==> src/rtl/sbr_pkg.sv <==
// ----------------------------------------------------------------------------
// sbr_pkg
// Shared types and fixed widths of the stream byte reassembler.
// ----------------------------------------------------------------------------
package sbr_pkg;

  localparam int unsigned BYTE_W     = 8;
  localparam int unsigned OFS_W      = 32;
  localparam int unsigned CNT_W      = 7;
  localparam int unsigned IN_DATA_W  = 40;  // seg_byte, stream_offset
  localparam int unsigned IN_USER_W  = 2;   // has_byte, eof_here
  localparam int unsigned OUT_DATA_W = 48;  // out_byte, out_offset, stream_closed, pending_count

  // operation of the shared 32-bit adder
  typedef enum logic [0:0] {
    ALU_ADD = 1'b0,
    ALU_SUB = 1'b1
  } alu_op_t;

  // control of the byte ring for one cycle
  typedef struct packed {
    logic wr;   // store a byte and set its valid mark
    logic rd;   // read the byte at the head
    logic clr;  // clear the valid mark at the head
  } ring_ctl_t;

endpackage

==> src/rtl/sbr_alu.sv <==
// ----------------------------------------------------------------------------
// sbr_alu
// Shared 32-bit add/subtract unit with zero detect, used for every offset
// computation of the sequencer.
// ----------------------------------------------------------------------------
module sbr_alu (
  input  sbr_pkg::alu_op_t               op,
  input  logic [sbr_pkg::OFS_W-1:0]      opa,
  input  logic [sbr_pkg::OFS_W-1:0]      opb,
  output logic [sbr_pkg::OFS_W-1:0]      res,
  output logic                           zero
);

  always_comb begin
    case (op)
      sbr_pkg::ALU_ADD: res = opa + opb;
      sbr_pkg::ALU_SUB: res = opa - opb;
      default:          res = opa + opb;
    endcase
  end

  assign zero = (res == '0);

endmodule

==> src/rtl/sbr_ring.sv <==
// ----------------------------------------------------------------------------
// sbr_ring
// Byte ring with one write and one registered read port, plus a valid mark
// per slot held in flip-flops.
// ----------------------------------------------------------------------------
module sbr_ring #(
  parameter int unsigned DEPTH = 64,
  parameter int unsigned AW    = 6
) (
  input  logic                          clk,
  input  logic                          rst_n,
  input  sbr_pkg::ring_ctl_t            ctl,
  input  logic [AW-1:0]                 wr_addr,
  input  logic [sbr_pkg::BYTE_W-1:0]    wr_data,
  input  logic [AW-1:0]                 head,
  output logic [sbr_pkg::BYTE_W-1:0]    rd_data,
  output logic [DEPTH-1:0]              valid_marks
);

  logic [sbr_pkg::BYTE_W-1:0] mem [DEPTH];
  logic [DEPTH-1:0]           valid_r;
  logic [DEPTH-1:0]           valid_nxt;

  always_ff @(posedge clk) begin
    if (ctl.wr) begin
      mem[wr_addr] <= wr_data;
    end
    if (ctl.rd) begin
      rd_data <= mem[head];
    end
  end

  always_comb begin
    valid_nxt = valid_r;
    if (ctl.wr) begin
      valid_nxt[wr_addr] = 1'b1;
    end
    if (ctl.clr) begin
      valid_nxt[head] = 1'b0;
    end
  end

  always_ff @(posedge clk) begin
    if (!rst_n) begin
      valid_r <= '0;
    end else begin
      valid_r <= valid_nxt;
    end
  end

  assign valid_marks = valid_r;

endmodule

==> src/rtl/stream_byte_reassembler_unit.sv <==
// A request with a byte steps through S_DIST, S_LIM and S_WRITE, where the byte is
// stored, after S_EOF first when it carries an end mark; the drain then alternates
// S_DRAIN and S_EMIT per emitted byte and holds while out_tready is low. A new request
// is taken only in S_IDLE, once the offset steps of the last one in the shared adder end.
// Reset (rst_n low, synchronous): valid marks, offsets, counts and the closed
// flag clear, window_size returns to 64; ring bytes are not cleared.
// ----------------------------------------------------------------------------
// stream_byte_reassembler_unit
// Reassembly window of a byte stream: stores bytes by offset, drains the
// contiguous run in order at each segment end and tracks stream close.
// ----------------------------------------------------------------------------
module stream_byte_reassembler_unit #(
  parameter int unsigned WINDOW_BYTES = 64
) (
  input  logic                              clk,
  input  logic                              rst_n,
  // configuration
  input  logic                              cfg_wr_en,
  input  logic [sbr_pkg::CNT_W-1:0]         cfg_wr_data,    // window_size
  // input requests
  input  logic                              in_tvalid,
  output logic                              in_tready,
  input  logic [sbr_pkg::IN_DATA_W-1:0]     in_tdata,       // seg_byte, stream_offset
  input  logic [sbr_pkg::IN_USER_W-1:0]     in_tuser,       // has_byte, eof_here
  input  logic                              in_tlast,       // seg_last
  // results
  output logic                              out_tvalid,
  input  logic                              out_tready,
  output logic [sbr_pkg::OUT_DATA_W-1:0]    out_tdata,      // out_byte, out_offset,
                                                            // stream_closed, pending_count
  output logic                              out_tuser,      // out_valid
  output logic                              out_tlast       // run_last
);

  localparam int unsigned IW = $clog2(WINDOW_BYTES);
  localparam logic [sbr_pkg::CNT_W-1:0] WinMax  = sbr_pkg::CNT_W'(WINDOW_BYTES);
  localparam logic [IW:0]               RingLen = (IW+1)'(WINDOW_BYTES);
  localparam logic [IW-1:0]             RingTop = IW'(WINDOW_BYTES - 1);

  typedef enum logic [6:0] {
    S_IDLE  = 7'b0000001,
    S_EOF   = 7'b0000010,
    S_DIST  = 7'b0000100,
    S_LIM   = 7'b0001000,
    S_WRITE = 7'b0010000,
    S_DRAIN = 7'b0100000,
    S_EMIT  = 7'b1000000
  } state_t;

  state_t                         st_r, st_nxt;
  logic [sbr_pkg::CNT_W-1:0]      win_size_r;

  // captured request
  logic [sbr_pkg::BYTE_W-1:0]     rq_byte_r;
  logic                           rq_has_r;
  logic [sbr_pkg::OFS_W-1:0]      rq_off_r;
  logic                           rq_last_r;

  // stream state
  logic [sbr_pkg::OFS_W-1:0]      ne_r, ne_nxt;
  logic [sbr_pkg::OFS_W-1:0]      final_r, final_nxt;
  logic                           known_r, known_nxt;
  logic [sbr_pkg::CNT_W-1:0]      held_r, held_nxt;
  logic                           closed_r, closed_nxt;
  logic [IW-1:0]                  head_r, head_nxt;

  // per-request work
  logic [sbr_pkg::OFS_W-1:0]      dist_r, dist_nxt;
  logic                           ok_r, ok_nxt;

  // result waiting to learn whether it ends the run
  logic                           pend_v_r, pend_v_nxt;
  logic [sbr_pkg::BYTE_W-1:0]     pend_byte_r, pend_byte_nxt;
  logic [sbr_pkg::OFS_W-1:0]      pend_off_r, pend_off_nxt;
  logic [sbr_pkg::CNT_W-1:0]      pend_held_r, pend_held_nxt;

  // output register
  logic                           ov_r, ov_nxt;
  logic [sbr_pkg::OUT_DATA_W-1:0] od_r, od_nxt;
  logic                           ou_r, ou_nxt;
  logic                           ol_r, ol_nxt;

  // shared unit and ring
  sbr_pkg::alu_op_t               alu_op;
  logic [sbr_pkg::OFS_W-1:0]      alu_a, alu_b, alu_res;
  logic                           alu_zero;
  sbr_pkg::ring_ctl_t             ring_ctl;
  logic [IW-1:0]                  wr_idx;
  logic [IW:0]                    idx_sum;
  logic [sbr_pkg::BYTE_W-1:0]     rd_data;
  logic [WINDOW_BYTES-1:0]        valid_marks;

  logic [sbr_pkg::CNT_W-1:0]      win_eff;
  logic                           in_acc;
  logic                           at_final;
  logic                           more;

  assign in_acc  = in_tvalid && in_tready;
  assign win_eff = (win_size_r > WinMax) ? WinMax : win_size_r;

  // ring slot of the stored byte: head plus distance, wrapped once
  assign idx_sum = {1'b0, head_r} + {1'b0, dist_r[IW-1:0]};
  assign wr_idx  = (idx_sum >= RingLen) ? IW'(idx_sum - RingLen) : idx_sum[IW-1:0];

  assign at_final = known_r && alu_zero;
  assign more     = valid_marks[head_r] && !at_final;

  sbr_alu u_alu (
    .op   (alu_op),
    .opa  (alu_a),
    .opb  (alu_b),
    .res  (alu_res),
    .zero (alu_zero)
  );

  sbr_ring #(
    .DEPTH (WINDOW_BYTES),
    .AW    (IW)
  ) u_ring (
    .clk         (clk),
    .rst_n       (rst_n),
    .ctl         (ring_ctl),
    .wr_addr     (wr_idx),
    .wr_data     (rq_byte_r),
    .head        (head_r),
    .rd_data     (rd_data),
    .valid_marks (valid_marks)
  );

  // operand selection of the shared unit
  always_comb begin
    alu_op = sbr_pkg::ALU_SUB;
    alu_a  = ne_r;
    alu_b  = final_r;
    case (st_r)
      S_EOF: begin
        alu_op = sbr_pkg::ALU_ADD;
        alu_a  = rq_off_r;
        alu_b  = {{(sbr_pkg::OFS_W-1){1'b0}}, rq_has_r};
      end
      S_DIST: begin
        alu_a = rq_off_r;
        alu_b = ne_r;
      end
      S_LIM: begin
        alu_a = final_r;
        alu_b = ne_r;
      end
      S_EMIT: begin
        alu_op = sbr_pkg::ALU_ADD;
        alu_b  = {{(sbr_pkg::OFS_W-1){1'b0}}, 1'b1};
      end
      default: begin
        alu_op = sbr_pkg::ALU_SUB;
      end
    endcase
  end

  always_comb begin
    st_nxt        = st_r;
    ne_nxt        = ne_r;
    final_nxt     = final_r;
    known_nxt     = known_r;
    held_nxt      = held_r;
    closed_nxt    = closed_r;
    head_nxt      = head_r;
    dist_nxt      = dist_r;
    ok_nxt        = ok_r;
    pend_v_nxt    = pend_v_r;
    pend_byte_nxt = pend_byte_r;
    pend_off_nxt  = pend_off_r;
    pend_held_nxt = pend_held_r;
    ov_nxt        = ov_r && !out_tready;
    od_nxt        = od_r;
    ou_nxt        = ou_r;
    ol_nxt        = ol_r;
    ring_ctl      = '0;
    case (st_r)
      S_IDLE: begin
        // drop every request once the stream is closed
        if (in_acc && !closed_r) begin
          if (in_tlast && in_tuser[1]) begin
            st_nxt = S_EOF;
          end else if (in_tuser[0]) begin
            st_nxt = S_DIST;
          end else if (in_tlast) begin
            st_nxt = S_DRAIN;
          end
        end
      end
      S_EOF: begin
        final_nxt = alu_res;
        known_nxt = 1'b1;
        st_nxt    = rq_has_r ? S_DIST : S_DRAIN;
      end
      S_DIST: begin
        dist_nxt = alu_res;
        ok_nxt   = (alu_res[sbr_pkg::OFS_W-1:sbr_pkg::CNT_W] == '0) &&
                   (alu_res[sbr_pkg::CNT_W-1:0] < win_eff);
        st_nxt   = S_LIM;
      end
      S_LIM: begin
        // drop a byte at or beyond the known final offset
        if (known_r && dist_r >= alu_res) begin
          ok_nxt = 1'b0;
        end
        st_nxt = S_WRITE;
      end
      S_WRITE: begin
        if (ok_r && !valid_marks[wr_idx]) begin
          ring_ctl.wr = 1'b1;
          held_nxt    = held_r + 1'b1;
        end
        st_nxt = rq_last_r ? S_DRAIN : S_IDLE;
      end
      S_DRAIN: begin
        if (!ov_r) begin
          if (pend_v_r) begin
            ov_nxt     = 1'b1;
            od_nxt     = {pend_held_r, !more && at_final, pend_off_r, pend_byte_r};
            ou_nxt     = 1'b1;
            ol_nxt     = !more;
            pend_v_nxt = 1'b0;
          end else if (!more && at_final) begin
            // close with nothing emitted
            ov_nxt = 1'b1;
            od_nxt = {held_r, 1'b1, ne_r, {sbr_pkg::BYTE_W{1'b0}}};
            ou_nxt = 1'b0;
            ol_nxt = 1'b1;
          end
          if (more) begin
            ring_ctl.rd = 1'b1;
            st_nxt      = S_EMIT;
          end else begin
            closed_nxt = at_final;
            st_nxt     = S_IDLE;
          end
        end
      end
      S_EMIT: begin
        ring_ctl.clr  = 1'b1;
        pend_v_nxt    = 1'b1;
        pend_byte_nxt = rd_data;
        pend_off_nxt  = ne_r;
        pend_held_nxt = held_r - 1'b1;
        held_nxt      = held_r - 1'b1;
        ne_nxt        = alu_res;
        head_nxt      = (head_r == RingTop) ? '0 : head_r + 1'b1;
        st_nxt        = S_DRAIN;
      end
      default: begin
        st_nxt = S_IDLE;
      end
    endcase
  end

  always_ff @(posedge clk) begin
    if (!rst_n) begin
      st_r       <= S_IDLE;
      win_size_r <= sbr_pkg::CNT_W'(64);
      ne_r       <= '0;
      final_r    <= '0;
      known_r    <= 1'b0;
      held_r     <= '0;
      closed_r   <= 1'b0;
      head_r     <= '0;
      pend_v_r   <= 1'b0;
      ov_r       <= 1'b0;
    end else begin
      st_r       <= st_nxt;
      ne_r       <= ne_nxt;
      final_r    <= final_nxt;
      known_r    <= known_nxt;
      held_r     <= held_nxt;
      closed_r   <= closed_nxt;
      head_r     <= head_nxt;
      pend_v_r   <= pend_v_nxt;
      ov_r       <= ov_nxt;
      if (cfg_wr_en) begin
        win_size_r <= cfg_wr_data;
      end
    end
  end

  always_ff @(posedge clk) begin
    if (in_acc) begin
      rq_byte_r <= in_tdata[sbr_pkg::BYTE_W-1:0];
      rq_off_r  <= in_tdata[sbr_pkg::IN_DATA_W-1:sbr_pkg::BYTE_W];
      rq_has_r  <= in_tuser[0];
      rq_last_r <= in_tlast;
    end
    dist_r      <= dist_nxt;
    ok_r        <= ok_nxt;
    pend_byte_r <= pend_byte_nxt;
    pend_off_r  <= pend_off_nxt;
    pend_held_r <= pend_held_nxt;
    od_r        <= od_nxt;
    ou_r        <= ou_nxt;
    ol_r        <= ol_nxt;
  end

  assign in_tready  = (st_r == S_IDLE);
  assign out_tvalid = ov_r;
  assign out_tdata  = od_r;
  assign out_tuser  = ou_r;
  assign out_tlast  = ol_r;

endmodule

==> config.mk <==
export PLATFORM = sky130hd
export DESIGN_NAME = stream_byte_reassembler_unit
export DESIGN_NICKNAME = d
export VERILOG_FILES = /design/src/rtl/sbr_pkg.sv /design/src/rtl/sbr_alu.sv /design/src/rtl/sbr_ring.sv /design/src/rtl/stream_byte_reassembler_unit.sv
export SDC_FILE = /design/constraint.sdc
export NUM_CORES = 1
export LEC_CHECK = 0
export BUFFER_PORTS_ARGS = -buffer_cell sky130_fd_sc_hd__buf_4
export CAP_MARGIN = 20
export CORE_MARGIN = 1
export CORE_UTILIZATION = 55
export CTS_BUF_LIST = sky130_fd_sc_hd__clkbuf_4
export CTS_CLUSTER_SIZE = 14
export DETAILED_ROUTE_END_ITERATION = 10
export PLACE_DENSITY = 0.8
export RECOVER_POWER = 25
export SLEW_MARGIN = 20
export SYNTH_ARGS = -nofsm -noshare
export SYNTH_HDL_FRONTEND = slang
export SYNTH_SLANG_ARGS = --single-unit
export TNS_END_PERCENT = 10
==> constraint.sdc <==
create_clock -name clk -period 22.5 [get_ports clk]
set_input_delay 5.625 -clock clk [delete_from_list [all_inputs] [get_ports clk]]
set_output_delay 5.625 -clock clk [all_outputs]
set_load 0.03 [all_outputs]
## Yosys cells after proc, flatten, opt, wreduce, memory -nomap -nowiden

Memory sizes are Yosys's and may differ from the RTL's. A register that Yosys moved wholly into a read port is not among the register bits.
Index checks and enable logic that the tools add are counted.

| word-level totals | value |
|---|---|
| register bits | 331 |
| memory bits (writable) | 512 |
| output and inout port bits | 52 |
| logic and storage cells | 138 |
| memories kept | 1 |
| input port bits | 55 |

| operators by class | value |
|---|---|
| equality and inequality tests | 13 |
| bitwise gates (word level) | 5 |
| reductions and logical operators | 32 |
| mux-type cells | 49 |
| $add $sub $neg | 7 |
| magnitude comparators | 8 |

Memories:

| memory | depth | width | rd ports | clocked after memory_dff | write ports | line | source |
|---|---|---|---|---|---|---|---|
| u_ring.mem | 64 | 8 | 1 | 1 | 1 | sbr_ring.sv:20 | `logic [sbr_pkg::BYTE_W-1:0] mem [DEPTH];` |

Operators by type and width:

| kind | number |
|---|---|
| $mux W64 | 2 |
| $pmux W32 S2 | 2 |
| $mux W48 | 2 |
| $pmux W32 S3 | 1 |
| $and A64 B64 Y64 | 1 |
| $not A64 Y64 | 1 |
| $or A64 B64 Y64 | 1 |
| $mux W7 | 8 |
| $pmux W7 S7 | 1 |
| $add A32 B32 Y32 | 1 |
| $ge A32 B32 Y1 | 1 |
| $logic_not A32 Y1 | 1 |
| $sub A32 B32 Y32 | 1 |
| $logic_not A25 Y1 | 1 |
| $mux W6 | 4 |
| $mux W1 | 22 |
| $lt A6 B7 Y1 const B | 2 |
| $pmux W7 S2 | 1 |
| $bmux W1 S6 | 2 |
| $demux W1 S6 | 2 |
| $ge A6 B1 Y1 const B | 2 |
| $logic_and A1 B1 Y1 | 12 |
| $reduce_and A3 Y1 | 3 |
| $reduce_bool A2 Y1 | 4 |
| 24 further kinds | 36 |

## Depth between registers and ports, before layout

| depth | value |
|---|---|
| depth after elaboration | 15 |
| mapped depth | 34 |
| depth with buffers taken out | 29 |

## By module

Synthesis repeated with hierarchy kept, for this count alone.

| second synthesis, totals | value |
|---|---|
| cells, all modules | 2780 |
| area, all modules | 37968.9 µm² |

By module, submodules not included:

| module | cells an instance | area each (µm²) | times used |
|---|---|---|---|
| sbr_ring | 1361 | 22674.2 | 1 |
| stream_byte_reassembler_unit | 1054 | 12742.2 | 1 |
| sbr_alu | 365 | 2552.4 | 1 |

## Worst setup path before layout

OpenSTA, ideal clock, no wires.

| timing | value |
|---|---|
| kind | reg2reg |
| start | reg st_r[0] |
| end | reg od_r, in the netlist out_tdata[0], enable pin |
| period minus slack after synthesis | 8.872 ns |
| data arrival time | 8.398 ns |
| slack | 13.628 ns |
| cell stages (with the launch flop) | 30 |
| cell sequence | dfxtp_1 > clkbuf_1 > or3_1 > buf_2 > nor3_2 > buf_2 > buf_4 > clkbuf_1 > a22oi_1 > ha_1 > o41ai_1 > a31oi_1 > o2111ai_1 > nor4_1 > o21a_1 > nor2_1 > xnor2_1 > o22ai_1 > ha_1 > clkbuf_1 > nand2_1 > o21ai_0 > nand2_1 > o211ai_1 > mux2i_1 > or4b_4 > nor4_4 > nand4_1 > or2_4 > a21oi_1 |

| between the ends | value |
|---|---|
| word-level cells in the longest chain between the ends | 13 |
| elaborated cells between the ends (all ways) | 22 |

RTL lines:

| item | line | source |
|---|---|---|
| from (decl) | stream_byte_reassembler_unit.sv:50 | `state_t st_r, st_nxt;` |
| from (signal assigned) | stream_byte_reassembler_unit.sv:270 | `st_r <= st_nxt;` |
| $eq A7 B4 Y1 (tied with other cells) | stream_byte_reassembler_unit.sv:135 | `case (st_r)` |
| $reduce_or A2 Y1 (no source line) | -- |  |
| $pmux W32 S3 or $pmux W32 S2 (tied branches) | stream_byte_reassembler_unit.sv:135 |  |
| $sub A32 B32 Y32 or $add A32 B32 Y32 (tied branches) | -- |  |
| $pmux W32 S2 * | sbr_alu.sv:15 | `case (op)` |
| named net alu_res (one bit) | stream_byte_reassembler_unit.sv:85 | `logic [sbr_pkg::OFS_W-1:0] alu_a, alu_b, alu_res;` |
| $logic_not A32 Y1 * | sbr_alu.sv:22 | `assign zero = (res == '0);` |
| $logic_and A1 B1 Y1 * | stream_byte_reassembler_unit.sv:105 | `assign at_final = known_r && alu_zero;` |
| $logic_not A1 Y1 | stream_byte_reassembler_unit.sv:106 | `assign more = valid_marks[head_r] && !at_final;` |
| $logic_and A1 B1 Y1 | stream_byte_reassembler_unit.sv:106 |  |
| $logic_not A1 Y1 | stream_byte_reassembler_unit.sv:224 | `end else if (!more && at_final) begin` |
| $logic_and A1 B1 Y1 * | stream_byte_reassembler_unit.sv:224 |  |
| $reduce_bool A2 Y1 (no source line) * | -- |  |
| $reduce_and A3 Y1 (no source line) * | -- |  |
| to (signal assigned) | stream_byte_reassembler_unit.sv:297 | `od_r <= od_nxt;` |
| to (decl) | stream_byte_reassembler_unit.sv:79 | `logic [sbr_pkg::OUT_DATA_W-1:0] od_r, od_nxt;` |

The timed path passes the listed nets; every way through them passes the cells marked *.
A chain may end at the register's enable or synchronous reset.

## Worst setup path after layout

| timing | value |
|---|---|
| start | reg st_r[4] |
| end | reg od_r, in the netlist out_tdata[0], enable pin |

The elaborated chain is that of the path after synthesis.

==> results.md <==
* Status: finished, violations left
* Failing checks: max-capacitance violations, max-slew violations
* Nets at 3197
* Seq cells post-synth at 851
* Clk pin slew, worst setup/hold paths at 0.06 ns
* Bufs on Longest Clock Path at 3
* CTS Buf Count at 204
* Initial antenna violation count at 3
* Setup repair bufs after CTS at 0
* GR Overflow Total at 0
* Post-synth cell types at 88
* Core Region at 67200 um^2
* Worst vdd ir at 0.0000650 V
* Synth top area cells: edfxtp_1 (56%), dfxtp_1 (8.5%), a22oi_1 (6.0%)
* Largest area contributor in the netlist: edfxtp_1
* Routed Antenna Nets at 0
* Critical-path maximum fanout at 50
* Die Y at 262 um
* CP peak stage delay at 0.68 ns
* Io pins at 107
* Mapped Nets at 3010
* Worst setup path startpoint: st_r[4]
* Placed cells at 3729
* R2R cell count at 27
* Root Driver: clkbuf_4
* Layout cells sized above 1 at 21.1%
* Hold slack at 0.431 ns
* # fillers at 4962
* NetSw at 0.000785 W
* Fin util at 62.3%
* Finish-stage setup viols at 0
* Async set or reset register ratio after synthesis at 0%
* Post-DP HPWL at 68800 um
* P_leak at 14.5 nW
* Pin count of the biggest net entering global routing at 86
* Ys Warns at 0
* Full die area at 68900 um^2
* P_int at 0.00245 W
* Drt drc at 0
* Worst hold path startpoint: u_ring.rd_data[4]
* # hold bufs at CTS at 0
* FF-to-FF Start: st_r[4]
* Final WL at 108000 um
* Global Route Usage Sum at 31.2%
* Register area share after synthesis at 64.2%
* Combinational group share of total power at 6.6%
* Power Density at 77.3 nW/um^2
* CTS tree: yes
* Vias/cell at 6.67
* CTS Sinks at 851
* Post-synth EDFFs at 692
* Final hold vios at 0
* DRT Pass-1 Iters at 8
* Die width at 262 um
* Fin. max-slew vios at 517
* Fin crit period at 8.45 ns
* Critical Setup Path Class: reg -> reg
* Post-synthesis cell count at 2875
* HP Class: reg -> reg
* Post-synthesis area per instance at 13.0 um^2
* Worst Skew at 0.0888 ns
* Critical path depth at 27
* Hold Path Depth at 0
* Primary FF master, synth: edfxtp_1
* Via total after detailed routing at 27300
* Slowest-stage cell, CP: a2111oi_0
* Rel. slew slack at -106%
* Slew @ Worst Pin at 3.09 ns
* Worst path arrival time at 9.08 ns
* Clock share of power at 39.5%
* # resized after CTS at 0
* Maxcap violations at 8
* Skew-Pair Late Insertion Delay at 1.04 ns
* Worst setup margin at 14.05 ns
* RSZ-0062 raised after global routing: false
* CP top delay family: compound AO/OA/AOI/OAI gates
* Crit path buffers/inverters at 2
* Number of port buffers at 106
* Core Rows at 95
* Syn-to-layout area delta at 12.1%
* Startpoint types: flop
* Initial Utilization at 55.5%
* WL per Instance at 26.4 um
* Fin cells at 4098
* Setup WS pre-CTS at 14.21 ns
* First-pass GRT wire length at 162000 um
* Initial detailed-routing violation count at 4114
* Final setup TNS at 0 ns
* Switch share at 24.3%
* Max Freq at 0.118 GHz
* Crit path capture type: flop
* Fin crit share at 37.6%
* Worst EP required at 23.13 ns
* H-tree depth at 4
* Synthesized cell area at 37300 um^2
* GP Congestion at 1.02
* Post-synth top area share at 55.7%
* Number of global-route vias before repair at 26300
* Sequential group share of total power at 53.9%
==> power by group through the flow <==
stage / Sequential [W] / Combinational (W) / Clock (W)
finish: 0.00174 / 0.000215 / 0.00128
detailed placement: 0.00177 / 0.000211 / 0
global route: 0.00174 / 0.000232 / 0.00138
global placement: 0.00177 / 0.000204 / 0
CTS: 0.00174 / 0.000212 / 0.00130
floorplan: 0.00178 / 0.000126 / 0
==> registers in the layout (all words and copies together), names as in the netlist, 8 cells and up <==
name	cells
u_ring.mem	512
u_ring.valid_marks	64
out_tdata	48
dist_r	32
final_r	32
ne_r	32
pend_off_r	32
rq_off_r	32
pend_byte_r	8
rq_byte_r	8
u_ring.rd_data	8
==> logic make-up after synthesis <==
group,Yosys count,synth area share [%]
XOR/XNOR,100,2.40
buffers and inverters,292,3.06
AND/OR/NAND/NOR,701,9.33
AO/OA/AOI/OAI,776,15.3
adder cells (fa/ha/maj),80,2.72
multiplexers,75,2.98
flip-flops,851,64.2
==> worst paths after layout <==
kind	slack, ns	endpoint
setup / recovery	14.05	out_tdata[0]
hold reg to reg	0.43	pend_byte_r[4]
hold / removal	0.43	pend_byte_r[4]
setup reg to reg	14.05	out_tdata[0]
==> routing by layer <==
| layer | vias to the layer above | wire, um | GRT usage, % |
|---|---|---|---|
| li1 | 11800 | - | - |
| met4 | 0 | 2790 | 12.0 |
| met3 | 226 | 13900 | 9.04 |
| met5 | - | 0 | 0 |
| met2 | 1821 | 48800 | 46.5 |
| met1 | 13500 | 42900 | 43.3 |
==> cells in the final DEF, fill, tap and decap left out, drive strengths merged, types with 8 or more instances in the layout <==
cell and count:
or3 12, a31oi 21, buf 165, o221a 56, and2 17, mux4 25, inv 107, nand3 36
nor3 47, o22ai 24, xnor2 56, nor2 175, or2 9, nor4 35, nand4 96, mux2 38
o211ai 20, o211a 11, a211oi 20, a21o 22, clkinv 63, nand2 192, edfxtp 692, dfxtp 159
and3 20, o21ai 76, o41ai 9, a21oi 130, a22oi 296, nor3b 8, nand3b 8, a222oi 31
xor2 44, clkbuf 299, ha 78, nand2b 15, mux2i 12
==> cells in the mapped netlist (all sizes together), types with 9 or more instances <==
master and count:
edfxtp 692, a22oi 296, nand2 192, nor2 175, dfxtp 159, clkbuf 156, a21oi 130, inv 100
nand4 96, ha 78, o21ai 76, o221a 56, xnor2 56, nor3 47, xor2 44, mux2 38
buf 36, nand3 36, nor4 35, a222oi 31, mux4 25, o22ai 24, a21o 22, a31oi 21
a211oi 20, and3 20, o211ai 20, and2 17, nand2b 15, mux2i 12, or3 12, o211a 11
o41ai 9, or2 9
==> stage by stage <==
stage	total power (W)	area, um^2
global placement	0.00198	39200
global route	0.00335	41800
floorplan	0.00191	37300
detailed placement	0.00198	39200
finish	0.00323	41800
CTS	0.00325	41800
==> layout make-up <==
class,count,area (um^2),area share (%)
multi-input cells,1732,12400,29.7
diodes,4,10.0,0.0239
clock buffers,291,2180,5.22
well taps,873,1090,2.61
flip-flops and latches,851,24000,57.3
clock inverters,74,497,1.19
repair buffers,173,1270,3.03
inverters,100,377,0.901
Note: power is estimated with default switching activity, not from simulation.
